<file path="config.mk">
export PLATFORM = sky130hd
export DESIGN_NAME = pascal_token_scanner_dfa
export DESIGN_NICKNAME = d
export VERILOG_FILES = /design/src/hdl/pscan_pkg.sv /design/src/hdl/pscan_front.sv /design/src/hdl/pscan_back.sv /design/src/hdl/pascal_token_scanner_dfa.sv
export SDC_FILE = /design/constraint.sdc
export NUM_CORES = 1
export LEC_CHECK = 0
export ABC_AREA = 1
export BUFFER_PORTS_ARGS = -buffer_cell sky130_fd_sc_hd__buf_2
export CAP_MARGIN = 20
export CELL_PAD_IN_SITES_DETAIL_PLACEMENT = 1
export CELL_PAD_IN_SITES_GLOBAL_PLACEMENT = 2
export CORE_ASPECT_RATIO = 0.6
export CORE_UTILIZATION = 35
export CTS_CLUSTER_DIAMETER = 60
export DETAILED_ROUTE_END_ITERATION = 10
export GPL_ROUTABILITY_DRIVEN = 0
export PLACE_DENSITY_LB_ADDON = 0.1
export SYNTH_ARGS = -nofsm -noshare
export SYNTH_HDL_FRONTEND = slang
export SYNTH_SLANG_ARGS = --single-unit
</file>
<file path="constraint.sdc">
create_clock -name clk -period 4.31 [get_ports clk]
set_input_delay 0.2155 -clock clk [delete_from_list [all_inputs] [get_ports clk]]
set_output_delay 0.2155 -clock clk [all_outputs]
set_load 0.03 [all_outputs]
</file>
<file path="src/hdl/pscan_pkg.sv">
package pscan_pkg;

  // Input beat: one character, or the end-of-text marker
  typedef struct packed {
    logic [7:0] char_code;
    logic       end_of_text;
  } char_item_t;

  // Output beat: one scan result
  typedef struct packed {
    logic       token_valid;
    logic [5:0] token_kind;
    logic [7:0] ident_length;
    logic       lex_error;
    logic       text_done;
  } tok_item_t;

  // Classified entry held in the queue between front and back
  typedef struct packed {
    logic       end_flag;
    logic [4:0] char_class;
  } q_item_t;

  localparam int QUEUE_DEPTH = 4;

  localparam logic [4:0] CLASS_LETTER = 5'd0;
  localparam logic [4:0] CLASS_DIGIT  = 5'd1;
  localparam logic [4:0] CLASS_NONE   = 5'd25;

  localparam logic [5:0] NO_STATE         = 6'd0;
  localparam logic [5:0] START_STATE      = 6'd1;
  localparam logic [5:0] IDENT_STATE      = 6'd2;
  localparam logic [5:0] LAST_PLAIN_STATE = 6'd39;
  localparam logic [5:0] UNDERSCORE_STATE = 6'd40;
  localparam logic [5:0] TAB_STATE        = 6'd41;

  localparam logic [5:0] KIND_NONE  = 6'd0;
  localparam logic [5:0] KIND_IDENT = 6'd2;
  localparam logic [5:0] KIND_BLANK = 6'd24;

  function automatic logic [4:0] classify(input logic [7:0] c);
    logic [4:0] cls;
    cls = CLASS_NONE;
    case (c)
      8'h3D: cls = 5'd2;   // =
      8'h3C: cls = 5'd3;   // <
      8'h3E: cls = 5'd4;   // >
      8'h2B: cls = 5'd5;   // +
      8'h2D: cls = 5'd6;   // -
      8'h2A: cls = 5'd7;   // *
      8'h2E: cls = 5'd8;   // .
      8'h3A: cls = 5'd9;   // :
      8'h28: cls = 5'd10;  // (
      8'h29: cls = 5'd11;  // )
      8'h5B: cls = 5'd12;  // [
      8'h5D: cls = 5'd13;  // ]
      8'h2C: cls = 5'd14;  // ,
      8'h0A: cls = 5'd15;  // line feed
      8'h20: cls = 5'd16;  // space
      8'h3B: cls = 5'd17;  // ;
      8'h2F: cls = 5'd18;  // /
      8'h5E: cls = 5'd19;  // ^
      8'h40: cls = 5'd20;  // @
      8'h24: cls = 5'd21;  // $
      8'h23: cls = 5'd22;  // #
      8'h5F: cls = 5'd23;  // _
      8'h09: cls = 5'd24;  // tab
      default: begin
        if ((c >= 8'h41 && c <= 8'h5A) || (c >= 8'h61 && c <= 8'h7A)) begin
          cls = CLASS_LETTER;
        end else if (c >= 8'h30 && c <= 8'h39) begin
          cls = CLASS_DIGIT;
        end
      end
    endcase
    return cls;
  endfunction

  // DFA transition table; NO_STATE where no transition exists
  function automatic logic [5:0] next_state(input logic [5:0] st, input logic [4:0] cls);
    logic [5:0] nxt;
    nxt = NO_STATE;
    case (st)
      6'd1: begin
        case (cls)
          5'd0:  nxt = 6'd2;
          5'd1:  nxt = 6'd3;
          5'd2:  nxt = 6'd4;
          5'd3:  nxt = 6'd5;
          5'd4:  nxt = 6'd8;
          5'd5:  nxt = 6'd10;
          5'd6:  nxt = 6'd11;
          5'd7:  nxt = 6'd12;
          5'd8:  nxt = 6'd13;
          5'd9:  nxt = 6'd15;
          5'd10: nxt = 6'd17;
          5'd11: nxt = 6'd19;
          5'd12: nxt = 6'd20;
          5'd13: nxt = 6'd21;
          5'd14: nxt = 6'd22;
          5'd15: nxt = 6'd23;
          5'd16: nxt = 6'd24;
          5'd17: nxt = 6'd25;
          5'd18: nxt = 6'd26;
          5'd19: nxt = 6'd27;
          5'd20: nxt = 6'd28;
          5'd21: nxt = 6'd29;
          5'd22: nxt = 6'd30;
          5'd23: nxt = 6'd40;
          5'd24: nxt = 6'd41;
          default: nxt = NO_STATE;
        endcase
      end
      6'd2:  if (cls == 5'd0) nxt = 6'd2;
      6'd5: begin
        if (cls == 5'd2) nxt = 6'd7;
        else if (cls == 5'd4) nxt = 6'd6;
      end
      6'd8:  if (cls == 5'd2) nxt = 6'd9;
      6'd10: if (cls == 5'd2) nxt = 6'd31;
      6'd11: if (cls == 5'd2) nxt = 6'd32;
      6'd12: begin
        if (cls == 5'd2) nxt = 6'd33;
        else if (cls == 5'd11) nxt = 6'd36;
      end
      6'd13: begin
        if (cls == 5'd8) nxt = 6'd14;
        else if (cls == 5'd11) nxt = 6'd38;
      end
      6'd15: if (cls == 5'd2) nxt = 6'd16;
      6'd17: begin
        if (cls == 5'd11) nxt = 6'd18;
        else if (cls == 5'd8) nxt = 6'd37;
        else if (cls == 5'd7) nxt = 6'd35;
      end
      6'd26: begin
        if (cls == 5'd18) nxt = 6'd39;
        else if (cls == 5'd2) nxt = 6'd34;
      end
      default: nxt = NO_STATE;
    endcase
    return nxt;
  endfunction

  // Token kind of the state last reached; start and dead states give none
  function automatic logic [5:0] kind_of(input logic [5:0] st);
    logic [5:0] k;
    k = KIND_NONE;
    if (st == IDENT_STATE || st == UNDERSCORE_STATE) begin
      k = KIND_IDENT;
    end else if (st == TAB_STATE) begin
      k = KIND_BLANK;
    end else if (st > IDENT_STATE && st <= LAST_PLAIN_STATE) begin
      k = st;
    end
    return k;
  endfunction

endpackage

</file>
<file path="src/hdl/pscan_front.sv">
module pscan_front
  import pscan_pkg::*;
(
  input  logic       clk,
  input  logic       rst,
  input  logic       char_valid,
  output logic       char_stall,
  input  char_item_t char_item,
  output logic       q_valid,
  output q_item_t    q_item,
  input  logic       q_pop
);

  localparam int PTR_W = $clog2(QUEUE_DEPTH);
  localparam int CNT_W = $clog2(QUEUE_DEPTH + 1);
  localparam logic [CNT_W-1:0] FULL_COUNT = CNT_W'(QUEUE_DEPTH);

  q_item_t          entries [QUEUE_DEPTH];
  logic [PTR_W-1:0] wr_ptr;
  logic [PTR_W-1:0] rd_ptr;
  logic [CNT_W-1:0] count;
  logic             push;
  q_item_t          push_item;

  assign char_stall = (count == FULL_COUNT);
  assign push       = char_valid && !char_stall;
  assign q_valid    = (count != '0);
  assign q_item     = entries[rd_ptr];

  always_comb begin
    push_item.end_flag   = char_item.end_of_text;
    push_item.char_class = classify(char_item.char_code);
  end

  always_ff @(posedge clk) begin
    if (push) begin
      entries[wr_ptr] <= push_item;
    end
  end

  always_ff @(posedge clk) begin
    if (rst) begin
      wr_ptr <= '0;
      rd_ptr <= '0;
      count  <= '0;
    end else begin
      if (push) wr_ptr <= wr_ptr + 1'b1;
      if (q_pop) rd_ptr <= rd_ptr + 1'b1;
      case ({push, q_pop})
        2'b10:   count <= count + 1'b1;
        2'b01:   count <= count - 1'b1;
        default: count <= count;
      endcase
    end
  end

  a_pop_nonempty: assert property (@(posedge clk) disable iff (rst) q_pop |-> q_valid)
    else $error("queue popped while empty");

endmodule

</file>
<file path="src/hdl/pscan_back.sv">
module pscan_back
  import pscan_pkg::*;
#(
  parameter int MAX_IDENT_LEN = 255
) (
  input  logic      clk,
  input  logic      rst,
  input  logic      q_valid,
  input  q_item_t   q_item,
  output logic      q_pop,
  output logic      tok_valid,
  input  logic      tok_stall,
  output tok_item_t tok_item
);

  localparam logic [7:0] LEN_LIMIT = (MAX_IDENT_LEN < 255) ? 8'(MAX_IDENT_LEN) : 8'd255;

  logic [5:0] scan_state, scan_state_next;
  logic [7:0] word_length, word_length_next;
  logic       halted, halted_next;

  logic       load;
  logic       res_valid;
  tok_item_t  res;
  tok_item_t  flush_item;
  logic [5:0] pend_kind;
  logic [5:0] step_first;
  logic [5:0] step_final;
  logic       restart;
  logic [7:0] base_len;

  // accept state equals scan state once anything is taken, so kind comes from scan state
  assign pend_kind = kind_of(scan_state);
  assign load      = !tok_valid || !tok_stall;
  assign q_pop     = q_valid && load;

  always_comb begin
    flush_item              = '0;
    flush_item.token_valid  = (pend_kind != KIND_NONE);
    flush_item.token_kind   = pend_kind;
    flush_item.ident_length = (pend_kind == KIND_IDENT) ? word_length : 8'd0;

    step_first = next_state(scan_state, q_item.char_class);
    restart    = (step_first == NO_STATE);
    step_final = restart ? next_state(START_STATE, q_item.char_class) : step_first;
    base_len   = restart ? 8'd0 : word_length;

    res_valid        = 1'b0;
    res              = '0;
    scan_state_next  = scan_state;
    word_length_next = word_length;
    halted_next      = halted;

    if (q_pop && !halted) begin
      if (q_item.end_flag) begin
        res              = flush_item;
        res.text_done    = 1'b1;
        res_valid        = 1'b1;
        scan_state_next  = START_STATE;
        word_length_next = 8'd0;
      end else if (q_item.char_class == CLASS_NONE) begin
        if (scan_state != START_STATE) res = flush_item;
        res.lex_error    = 1'b1;
        res_valid        = 1'b1;
        halted_next      = 1'b1;
        scan_state_next  = START_STATE;
        word_length_next = 8'd0;
      end else begin
        scan_state_next = step_final;
        if (step_final == IDENT_STATE && base_len < LEN_LIMIT) begin
          word_length_next = base_len + 8'd1;
        end else begin
          word_length_next = base_len;
        end
        if (restart) begin
          res       = flush_item;
          res_valid = flush_item.token_valid;
        end
      end
    end
  end

  always_ff @(posedge clk) begin
    if (rst) begin
      scan_state  <= START_STATE;
      word_length <= 8'd0;
      halted      <= 1'b0;
      tok_valid   <= 1'b0;
    end else begin
      scan_state  <= scan_state_next;
      word_length <= word_length_next;
      halted      <= halted_next;
      if (load) tok_valid <= res_valid;
    end
  end

  always_ff @(posedge clk) begin
    if (load) tok_item <= res;
  end

  a_halt_sticky: assert property (@(posedge clk) disable iff (rst) halted |=> halted)
    else $error("halt released without reset");

  a_error_halts: assert property (@(posedge clk) disable iff (rst)
    (tok_valid && tok_item.lex_error) |-> halted)
    else $error("error reported but block still running");

  a_len_ident_only: assert property (@(posedge clk) disable iff (rst)
    (tok_valid && tok_item.token_kind != KIND_IDENT) |-> (tok_item.ident_length == 8'd0))
    else $error("length on a non-identifier token");

endmodule

</file>
<file path="src/hdl/pascal_token_scanner_dfa.sv">
// Pascal token scanner, table-driven DFA.
// char channel: one beat per source character (char_code) or an end-of-text
//   marker; the beat is taken on a clock edge with char_valid high and
//   char_stall low.
// tok channel: one beat per result, same valid/stall rule. A beat carries a
//   finished token (kind, identifier length), an error flag, or the end-of-
//   text answer. Characters that only extend a token give no beat.
// Throughput: one character per cycle sustained while tok_stall is low. A
//   result reaches tok through the queue: the classifier writes a
//   four-entry queue at the accepting edge, and the DFA step registers the
//   result from the queue head.
// A tok_stall holds the output register; the queue keeps absorbing up to
//   four characters, then char_stall rises.
// An unknown character reports any pending token with lex_error set and
//   halts the scanner; later beats are taken and dropped until reset.
// Reset (rst, synchronous) empties the queue, clears tok_valid and puts the
//   scanner at the start state with nothing pending. No clearing pass.
module pascal_token_scanner_dfa
  import pscan_pkg::*;
#(
  parameter int MAX_IDENT_LEN = 255
) (
  input  logic       clk,
  input  logic       rst,
  input  logic       char_valid,
  output logic       char_stall,
  input  char_item_t char_item,
  output logic       tok_valid,
  input  logic       tok_stall,
  output tok_item_t  tok_item
);

  logic    q_valid;
  logic    q_pop;
  q_item_t q_item;

  // front: classify and queue
  pscan_front u_front (
    .clk        (clk),
    .rst        (rst),
    .char_valid (char_valid),
    .char_stall (char_stall),
    .char_item  (char_item),
    .q_valid    (q_valid),
    .q_item     (q_item),
    .q_pop      (q_pop)
  );

  // back: DFA step, token emission, output register
  pscan_back #(
    .MAX_IDENT_LEN (MAX_IDENT_LEN)
  ) u_back (
    .clk       (clk),
    .rst       (rst),
    .q_valid   (q_valid),
    .q_item    (q_item),
    .q_pop     (q_pop),
    .tok_valid (tok_valid),
    .tok_stall (tok_stall),
    .tok_item  (tok_item)
  );

endmodule
</file>
==> flow_metrics.tcl, run 1 <==
set metrics [dict create \
    cts.sinks 66 \
    synth.cell_area_um2 4454 \
    ctsLongestPathBuffers 2 \
    path_buf_inv 4 \
    postCtsSetupRepairBufs 0 \
    end_kind "register" \
    cpMaxStageDelayCell "dfxtp_1" \
    grt_max_degree 20 \
    p_int_mw 1.924 \
    switchingPower_mw 1.945 \
    antenna_cells 0 \
    finalNetCount 695 \
    finClkSkew_ns 0.007852 \
    hp-start "char_item[0]" \
    p_comb_share_pct 56.9 \
    cts_tree "yes" \
    routedWlPerCell_um 15.40 \
    wl_mm 12.94 \
    r2r-end "u_back.word_length[2]$_SDFFE_PP0P_" \
    io_buffers 31 \
    synth_nets 661 \
    antenna_left 0 \
    hold_violations 0 \
    finalHoldWorstSlack_ns 0.1025 \
    switching_share_pct 50.27 \
    die-area_um2 13200 \
    routed_via_density 5.001 \
    cpPeakStageDelay_ns 0.42 \
    r2r_slack_ns 0.51 \
    min_period_over_period_pct 88.11 \
    whs_endpoint "u_front.entries[3][5]$_DFFE_PP_" \
    reg2regPathDepth 25 \
    max-vdd-ir-drop_mv 0.2563 \
    cts_root_buffer "clkbuf_16" \
    die_h_um 89.39 \
    setup_tns_ns 0 \
    critPathMaxFanout 12 \
    seqPwrFrac_pct 22.8 \
    crit_type "register to register" \
    dr.pass1.iters 4 \
    fp.coreArea_um2 12220 \
    outcome "complete, no violations" \
    place_ws_ns 0.5584 \
    setup_viol 0 \
    dp_hpwl_mm 10.27 \
    grt_usage_pct 21.16 \
    yosysSeqAreaShare_pct 38.88 \
    maxClockFrequency_mhz 263.3 \
    final_cell_mix "nand2_1, inv_1, nor2_1, nand3_1, edfxtp_1" \
    clock_latency_ns 0.34 \
    vias 4201 \
    drv_cap 0 \
    crit_family "simple AND/OR/NAND/NOR gates" \
    p_per_area_nw_per_um2 762.5 \
    die_w_um 147.6 \
    syn_area_per_cell_um2 7.004 \
    drc_errors 0 \
    n_fill_cell 1590 \
    antenna_found_initial 0 \
    dp_cells 823 \
    synth.distinct_cells 37 \
    hold_path_depth 1 \
    yosys.area.top_type "edfxtp_1" \
    rsz0062_at_grt "no" \
    drive_gt1_share_pct 12.44 \
    final.setup.worst_slack_ns 0.5124 \
    relSlewSlack_pct 52.66 \
    htree_levels 3 \
    period_minus_slack_ns 3.798 \
    slew_viol_final 0 \
    ioPinCount 32 \
    worstPathRequired_ns 4.57 \
    rows 31 \
    stdcell_count 840 \
    areaGrowthSynthToFinish_pct 13.90 \
    final_common_cell "nand2_1" \
    ys_top_cells_by_area "edfxtp_1, nand2_1, dfxtp_1, inv_1, nor2_1" \
    p_clk_share_pct 20.3 \
    grt_pass1_wl_mm 21.31 \
    start_util_pct 36.46 \
    cts.clk_slew.worst_paths_ns 0.06 \
    fin_util_pct 41.53 \
    grt_pass1_vias 4087 \
    yosys_register_bits 66 \
    cts-resized-gates 0 \
    drtIter0Drc 167 \
    ys_warn_count 0 \
    arrival_ns 4.06 \
    tightest_slew_ns 0.7074 \
    cts_made_buffers 9 \
    synth_top_area_share_pct 27.64 \
    leakage_nw 2.319 \
    start_kind "register" \
    syn_inst 636 \
    hold_buffers 0 \
    overflow 0 \
    hp-class "input port to register" \
]
cell usage after synthesis:
cell       count
nand2_1      173
inv_1         94
nor2_1        77
nand3_1       53
edfxtp_1      41
a21oi_1       30
nor3_1        26
dfxtp_1       25
o21ai_0       21
nand4_1       15
nand2_2       12
ha_1          11
nand3_2        9
buf_6          6
clkbuf_1       4
nor2_2         4
nor4_1         4
inv_2          3
nand3b_1       3
o21ai_1        3
a2111oi_0      2
buf_2          2
buf_4          2
nor2_4         2
o211ai_1       2
a221o_1        1
a22oi_1        1
a32oi_1        1
clkinv_1       1
fa_1           1
nand2_4        1
nand4_4        1
nor4b_1        1
o2111ai_1      1
o31ai_1        1
o41ai_1        1
or3_1          1
routing by layer:
layer  GRT usage (%)  vias up  part of all wire [%]
li1                -     2147                     -
met1           31.52     1991                    57
met2           30.62       58                    39
met3           4.235        5                   3.3
met4           5.811        0                  0.62
met5               0        -                     0
kinds of logic (layout without fill, tap and decap cells):
family / Yosys count / after routing / share of synthesized area, %
buffers and inverters: 112 / 151 / 10.67
AOI/OAI and AO/OA: 64 / 64 / 7.949
and+or+nand+nor: 382 / 382 / 38.96
adders and majority gates: 12 / 12 / 3.539
DFF: 66 / 66 / 38.88
registers in the layout, summed over array words and instances, names as in the netlist, named ones only:
signal / count
u_front.count: 3
u_back.tok_valid: 1
u_front.entries: 24
u_front.wr_ptr: 2
u_front.rd_ptr: 2
u_back.scan_state: 6
u_back.tok_item: 17
u_back.halted: 1
u_back.word_length: 8
power groups by stage:
stage / sequential [mW] / clock [mW] / combinational (mW)
5_1_grt: 0.901 / 0.829 / 2.51
3_3_place_gp: 0.888 / 0 / 2.17
4_1_cts: 0.883 / 0.808 / 2.20
6_report: 0.882 / 0.787 / 2.20
3_5_place_dp: 0.894 / 0 / 2.19
2_1_floorplan: 0.953 / 0 / 1.62
cell type report:
cell class / count / area, µm² / area share [%]
flip-flops and latches: 66 / 1732 / 34.13
well taps: 165 / 206.4 / 4.069
multi-input cells: 458 / 2247 / 44.29
clock buffers: 10 / 229.0 / 4.513
clock inverters: 6 / 91.34 / 1.800
repair buffers: 37 / 200.2 / 3.946
inverters: 98 / 367.9 / 7.250
through the flow:
step           power, mW  instance area [µm²]
2_1_floorplan      2.577                 4454
3_5_place_dp       3.080                 4746
3_3_place_gp       3.054                 4746
4_1_cts            3.892                 5066
5_1_grt            4.239                 5074
6_report           3.869                 5074
worst max path at each step:
| stage | start | end | slack [ns] | depth (start not counted) |
|---|---|---|---|---|
| 2_1_floorplan | register | u_back.word_length[5]$_SDFFE_PP0P_ | 1.07 | 28 |
| 3_3_place_gp | register | u_back.word_length[3]$_SDFFE_PP0P_ | 0.72 | 25 |
| 6_report | register | u_back.word_length[2]$_SDFFE_PP0P_ | 0.51 | 25 |
| 5_1_grt | register | u_back.word_length[2]$_SDFFE_PP0P_ | 0.07 | 25 |
| 4_1_cts | register | u_back.word_length[2]$_SDFFE_PP0P_ | 0.49 | 25 |
| 3_5_place_dp | register | u_back.word_length[2]$_SDFFE_PP0P_ | 0.56 | 25 |
(Power assumes the default switching activity.)
==> inputs of run 2 (changes only) <==
--- a/config.mk
+++ b/config.mk
@@ -5,7 +5,6 @@
 export SDC_FILE = /design/constraint.sdc
 export NUM_CORES = 1
 export LEC_CHECK = 0
-export ABC_AREA = 1
 export BUFFER_PORTS_ARGS = -buffer_cell sky130_fd_sc_hd__buf_2
 export CAP_MARGIN = 20
 export CELL_PAD_IN_SITES_DETAIL_PLACEMENT = 1
@@ -15,7 +14,7 @@
 export CTS_CLUSTER_DIAMETER = 60
 export DETAILED_ROUTE_END_ITERATION = 10
 export GPL_ROUTABILITY_DRIVEN = 0
-export PLACE_DENSITY_LB_ADDON = 0.1
+export PLACE_DENSITY_LB_ADDON = 0.3
 export SYNTH_ARGS = -nofsm -noshare
 export SYNTH_HDL_FRONTEND = slang
 export SYNTH_SLANG_ARGS = --single-unit
==> run 2 against run 1 <==
The flow now finishes with violations (negative setup slack). Sequential share of layout area decreased by 1.8 points. Via count decreased by 4.6%. Synthesized cell count decreased by 26%. Critical endpoint is now u_back.word_length[3]$_SDFFE_PP0P_. Largest power group unchanged. Maximum frequency decreased by 12%. Die area decreased by 2.3%. Combinational power increased by 7%. First-iteration DRC count increased by 45%. Flip-flop and latch count unchanged. Global-route usage about the same.
==> flow_metrics.tcl, run 2 <==
set metrics [dict create \
    syn_inst 471 \
    finalHoldWorstSlack_ns 0.1052 \
    wl_mm 13.58 \
    dp_cells 662 \
    synth_edf_count 41 \
    hp-class "input port to register" \
    antenna_left 0 \
    fin_util_pct 44.29 \
    cts.clk_slew.worst_paths_ns 0.06 \
    finalNetCount 550 \
    p_total_mw 4.033 \
    cts_root_buffer "clkbuf_16" \
    hold_path_depth 1 \
    largestRegisters "u_front.entries: 24 flops, u_back.tok_item: 17 flops, u_back.word_length: 8 flops" \
    period_minus_slack_ns 4.319 \
    regMostFlops "u_front.entries" \
    worstPathRequired_ns 4.58 \
    largest_reg_flops 24 \
    hp-start "char_item[0]" \
    grt_pass1_vias 3787 \
    p_comb_share_pct 58.2 \
    io_buffers 31 \
    r2r_slack_ns -0.009 \
    vias 4008 \
    start_util_pct 35.96 \
    failed_checks "negative setup slack" \
    tightest_slew_ns 0.9637 \
    htree_levels 3 \
    fp.coreArea_um2 12100 \
    switching_share_pct 43.58 \
    arrival_ns 4.59 \
    ioPinCount 32 \
    ctsLongestPathBuffers 2 \
    whs_endpoint "u_front.entries[3][5]$_DFFE_PP_" \
    cts.sinks 66 \
    slew_viol_final 0 \
    final.setup.worst_slack_ns -0.008728 \
    leakage_nw 2.007 \
    drv_cap 0 \
    switchingPower_mw 1.758 \
    setup_viol 1 \
    place_area_um2 4791 \
    drive_gt1_share_pct 23.58 \
    p_int_mw 2.275 \
    cts_made_buffers 9 \
    grt_max_degree 20 \
    max-vdd-ir-drop_mv 0.3049 \
    yosysSeqAreaShare_pct 39.79 \
    areaGrowthSynthToFinish_pct 23.17 \
    fin_area_um2 5360 \
    ys_warn_count 0 \
    antenna_found_initial 0 \
    synth.cell_area_um2 4352 \
    ys_top_cells_by_area "edfxtp_1, dfxtp_1, nand2_1, ha_1, mux4_2" \
    finClkSkew_ns 0.01147 \
    yosys_register_bits 66 \
    min_period_over_period_pct 100.2 \
    hold_violations 0 \
    synth_flop_cell "edfxtp_1" \
    setup_tns_ns -0.008728 \
    yosys.area.top_type "edfxtp_1" \
    reg2regPathDepth 18 \
    syn_area_per_cell_um2 9.239 \
    synth.distinct_cells 72 \
    grt_pass1_wl_mm 20.91 \
    critPathMaxFanout 7 \
    drc_errors 0 \
    synth_nets 496 \
    synth-async-reset-ratio_pct 0 \
    overflow 0 \
    p_per_area_nw_per_um2 752.4 \
    end_kind "register" \
    die_h_um 88.37 \
    rsz0062_at_grt "yes" \
    clock_latency_ns 0.34 \
    die_w_um 146.0 \
    dp_hpwl_mm 9.936 \
    maxClockFrequency_mhz 231.6 \
    r2r-end "u_back.word_length[3]$_SDFFE_PP0P_" \
    relSlewSlack_pct 35.16 \
    crit_type "register to register" \
    p_clk_share_pct 19.1 \
    synth_top_area_share_pct 28.29 \
    routedWlPerCell_um 19.55 \
    final_cell_mix "nand2_1, buf_4, edfxtp_1, nor2_1, buf_2" \
    die-area_um2 12900 \
    start_kind "register" \
    cts_tree "yes" \
    drtIter0Drc 242 \
    seqPwrFrac_pct 22.7 \
    grt_usage_pct 21.19 \
    dr.pass1.iters 5 \
    outcome "finished, violations left" \
    routed_via_density 5.767 \
    place_ws_ns -0.1338 \
    yosys-top-cells-count "edfxtp_1, nand2_1, nor2_1" \
    antenna_cells 0 \
    stdcell_count 695 \
    rows 31 \
]
-- run 2: cell count changes after synthesis, sizes merged, moves of 7 or more --
cell    change
nand2     -145
inv        -79
nor2       -48
nand3      -43
and2       +19
clkbuf     +18
nand2b     +17
a21oi      -12
o21ai      -11
nor2b      +10
nor3        -9
nand4       -8
or2         +8
o211ai      +7
-- run 2: repair_timing --
item                                   CTS  global route
pin swaps                                1            16
setup endpoints to repair                4             7
gates resized for setup                  4            19
endpoints found under the hold margin    0             0
hold buffers                             0             0
gates cloned                             0             1
setup buffers                            2            14
-- run 2: cell type report --
type	count	area, µm²
multi-input cells	357	2567
repair buffers	73	474.2
flip-flops and latches	66	1735
well taps	165	206.4
clock buffers	9	225.2
fillers	1400	6741
inverters	18	67.56
clock inverters	7	83.83
-- run 2: worst max-delay path by stage --
stage	endpoint	slack, ns	startpoint
floorplan	u_back.word_length[3]$_SDFFE_PP0P_	0.01	register
global placement	u_back.word_length[4]$_SDFFE_PP0P_	0.02	register
detailed placement	u_back.word_length[4]$_SDFFE_PP0P_	-0.13	register
CTS	u_back.word_length[3]$_SDFFE_PP0P_	0.01	register
global route	u_back.word_length[3]$_SDFFE_PP0P_	-0.11	register
finish	u_back.word_length[3]$_SDFFE_PP0P_	-0.009	register
-- run 2: power groups by stage --
stage	logic, mW	registers [mW]	clock network (mW)
6_report	2.35	0.917	0.769
3_3_place_gp	1.99	0.918	0
3_5_place_dp	2.02	0.926	0
5_1_grt	2.53	0.936	0.801
2_1_floorplan	1.37	0.951	0
4_1_cts	2.06	0.917	0.779
-- run 2: kinds of logic (layout without fill, tap and decap cells) --
| group | after synthesis | in the layout | share of synthesized area, % |
|---|---|---|---|
| simple gates | 212 | 212 | 26.28 |
| compound gates | 110 | 110 | 18.52 |
| flops | 66 | 66 | 39.79 |
| buf+inv | 49 | 107 | 5.146 |
| mux | 14 | 15 | 5.032 |
| fa+ha+maj | 12 | 12 | 3.623 |
| xor+xnor | 8 | 8 | 1.610 |
-- run 2: critical path: stages (launching register included) --
cell      delay (ns)
dfxtp_4         0.37
mux4_2          0.60
buf_4           0.18
inv_1           0.11
ha_1            0.27
nand2b_1        0.08
o221ai_1        0.12
a32oi_1         0.27
a21o_1          0.26
o21ai_2         0.09
or2_4           0.25
or2_4           0.25
and2_4          0.17
ha_4            0.16
nand3_4         0.07
nor2_4          0.05
a211o_4         0.37
or4_1           0.48
nand3_1         0.09
-- run 2: layer usage --
layer	wire [µm]	global-route usage (%)	part of all wire, %	vias to the layer above
li1	-	-	-	1889
met1	7212	33.33	53	1986
met2	5383	28.49	40	122
met3	831	4.330	6.1	11
met4	157	5.646	1.2	0
met5	0	0	0	-
==> inputs of run 3 (changes only) <==
--- a/config.mk
+++ b/config.mk
@@ -10,7 +10,7 @@
 export CELL_PAD_IN_SITES_DETAIL_PLACEMENT = 1
 export CELL_PAD_IN_SITES_GLOBAL_PLACEMENT = 2
 export CORE_ASPECT_RATIO = 0.6
-export CORE_UTILIZATION = 35
+export CORE_UTILIZATION = 38
 export CTS_CLUSTER_DIAMETER = 60
 export DETAILED_ROUTE_END_ITERATION = 10
 export GPL_ROUTABILITY_DRIVEN = 0
==> run 3 against run 2 <==
The run now ends clean. Final cell count decreased by 5.2%. First-iteration DRC count is 25% higher. Hold slack worse by 0.0084 ns. Critical path depth up 1. Non-clock buffer count shrank 10. Routed wire length decreased by 0.40%. Utilization rose by 3.8 points. Setup slack improved by 0.16 ns. Global-route usage is 2.0 points higher. Largest power group unchanged. Sequential share of layout area up 0.91 points.
==> flow_metrics.tcl, run 3 (same netlist as run 2, synthesis figures left out) <==
set metrics [dict create \
    finalHoldWorstSlack_ns 0.09687 \
    areaGrowthSynthToFinish_pct 19.81 \
    start_util_pct 40.11 \
    routedWlPerCell_um 20.53 \
    critPathMaxFanout 5 \
    hold_path_depth 1 \
    n_fill_cell 1238 \
    fp.coreArea_um2 10850 \
    grt_max_degree 20 \
    final_cell_mix "nand2_1, edfxtp_1, nor2_1, buf_2, buf_4" \
    cts.sinks 66 \
    vias 3991 \
    relSlewSlack_pct 42.06 \
    hold_buffers 0 \
    tightest_slew_ns 0.8611 \
    setup_viol 0 \
    regMostFlops "u_front.entries" \
    final.setup.worst_slack_ns 0.1480 \
    start_kind "register" \
    ioPinCount 32 \
    worstPathRequired_ns 4.57 \
    largestRegisters "u_front.entries: 24 flops, u_back.tok_item: 17 flops, u_back.word_length: 8 flops" \
    min_period_over_period_pct 96.57 \
    place_ws_ns -0.06811 \
    ctsLongestPathBuffers 2 \
    reg2regPathDepth 19 \
    maxClockFrequency_mhz 240.3 \
    p_per_area_nw_per_um2 751.0 \
    antenna_found_initial 0 \
    cts_root_buffer "clkbuf_16" \
    drv_cap 0 \
    wl_mm 13.53 \
    dp_hpwl_mm 9.658 \
    clock_latency_ns 0.34 \
    arrival_ns 4.42 \
    hp-start "char_item[0]" \
    overflow 0 \
    io_buffers 31 \
    die_w_um 140.2 \
    drc_errors 0 \
    outcome "complete, no violations" \
    finalNetCount 540 \
    die_h_um 84.89 \
    crit_type "register to register" \
    drive_gt1_share_pct 22.31 \
    cts.clk_slew.worst_paths_ns 0.06 \
    routed_via_density 6.056 \
    die-area_um2 11900 \
    largest_reg_flops 24 \
    antenna_left 0 \
    dr.pass1.iters 4 \
    finClkSkew_ns 0.01316 \
    cts_tree "yes" \
    htree_levels 3 \
    grt_usage_pct 23.22 \
    rows 29 \
    hp-class "input port to register" \
    period_minus_slack_ns 4.162 \
    max-vdd-ir-drop_mv 0.3479 \
    slew_viol_final 0 \
    drtIter0Drc 302 \
    antenna_cells 0 \
    cts_made_buffers 9 \
    grt_pass1_wl_mm 21.22 \
    hold_violations 0 \
    grt_pass1_vias 3943 \
    end_kind "register" \
    leakage_nw 1.942 \
]
## run 3: cell types whose count changed in the layout (fill, tap and decap cells not counted), sizes merged
| cell | before | now |
|---|---|---|
| clkinvlp | 1 | 2 |
| clkinv | 4 | 0 |
| inv | 18 | 22 |
| bufinv | 2 | 1 |
| buf | 73 | 63 |
## run 3: cell type report
class | instances | area, µm² | share of cell area, %
tap | 139 | 173.9 | 3.336
inverter | 18 | 67.56 | 1.296
clock buffer | 9 | 225.2 | 4.320
timing repair buffer | 63 | 415.4 | 7.967
clock inverter | 7 | 82.58 | 1.584
sequential | 66 | 1735 | 33.29
multi-input combinational | 357 | 2514 | 48.21
## run 3: worst paths after layout
kind / end / slack [ns]
max: u_back.word_length[6]$_SDFFE_PP0P_ / 0.15
min: u_front.entries[2][5]$_DFFE_PP_ / 0.1
max reg2reg: u_back.word_length[6]$_SDFFE_PP0P_ / 0.15
min reg2reg: u_back.halted$_SDFFE_PP0P_ / 0.49
## run 3: critical path, cell delays in order (launching register included)
cell and delay [ns]:
dfxtp_4 0.38, mux4_2 0.55, inv_1 0.19, ha_4 0.19, nor2b_1 0.25, a2bb2oi_4 0.12
buf_4 0.15, nor4b_1 0.45, a311o_1 0.24, nor3_2 0.06, nand3_1 0.13, or2_4 0.15
and2_4 0.15, ha_2 0.19, nand3_2 0.07, nor2_1 0.17, a211o_1 0.22, buf_4 0.17
o211ai_1 0.11, o211ai_1 0.13
## run 3: stage by stage
stage          util [%]  power, mW  instance area, µm²   TNS (ns)  std cells
4_1_cts           46.53      3.713                5049          0        648
3_5_place_dp      43.17      2.863                4683    -0.1188        626
2_1_floorplan         -      2.324                4390          0        471
6_report          48.06      3.916                5214          0        659
5_1_grt           48.06      4.131                5214  -0.001385        659
3_3_place_gp      43.17      2.845                4683          0        626
## run 3: routing by layer
metal  track usage (%)  vias up  wire [µm]
li1                  -     1874          -
met3             4.740       13        948
met2             33.23      143       5583
met4             5.295        0        123
met5                 0        -          0
met1             35.49     1961       6874
## run 3: power breakdown
group | internal, mW | switching [mW]
clock | 0.458 | 0.310
sequential | 0.806 | 0.126
combinational | 0.881 | 1.33
total | 2.15 | 1.77
## run 3: what timing repair did
item / in CTS / in global routing
resized for setup: 3 / 12
gates cloned: 0 / 1
endpoints found under the setup margin: 5 / 8
buffers inserted: 6 / 10
pin swaps: 5 / 5
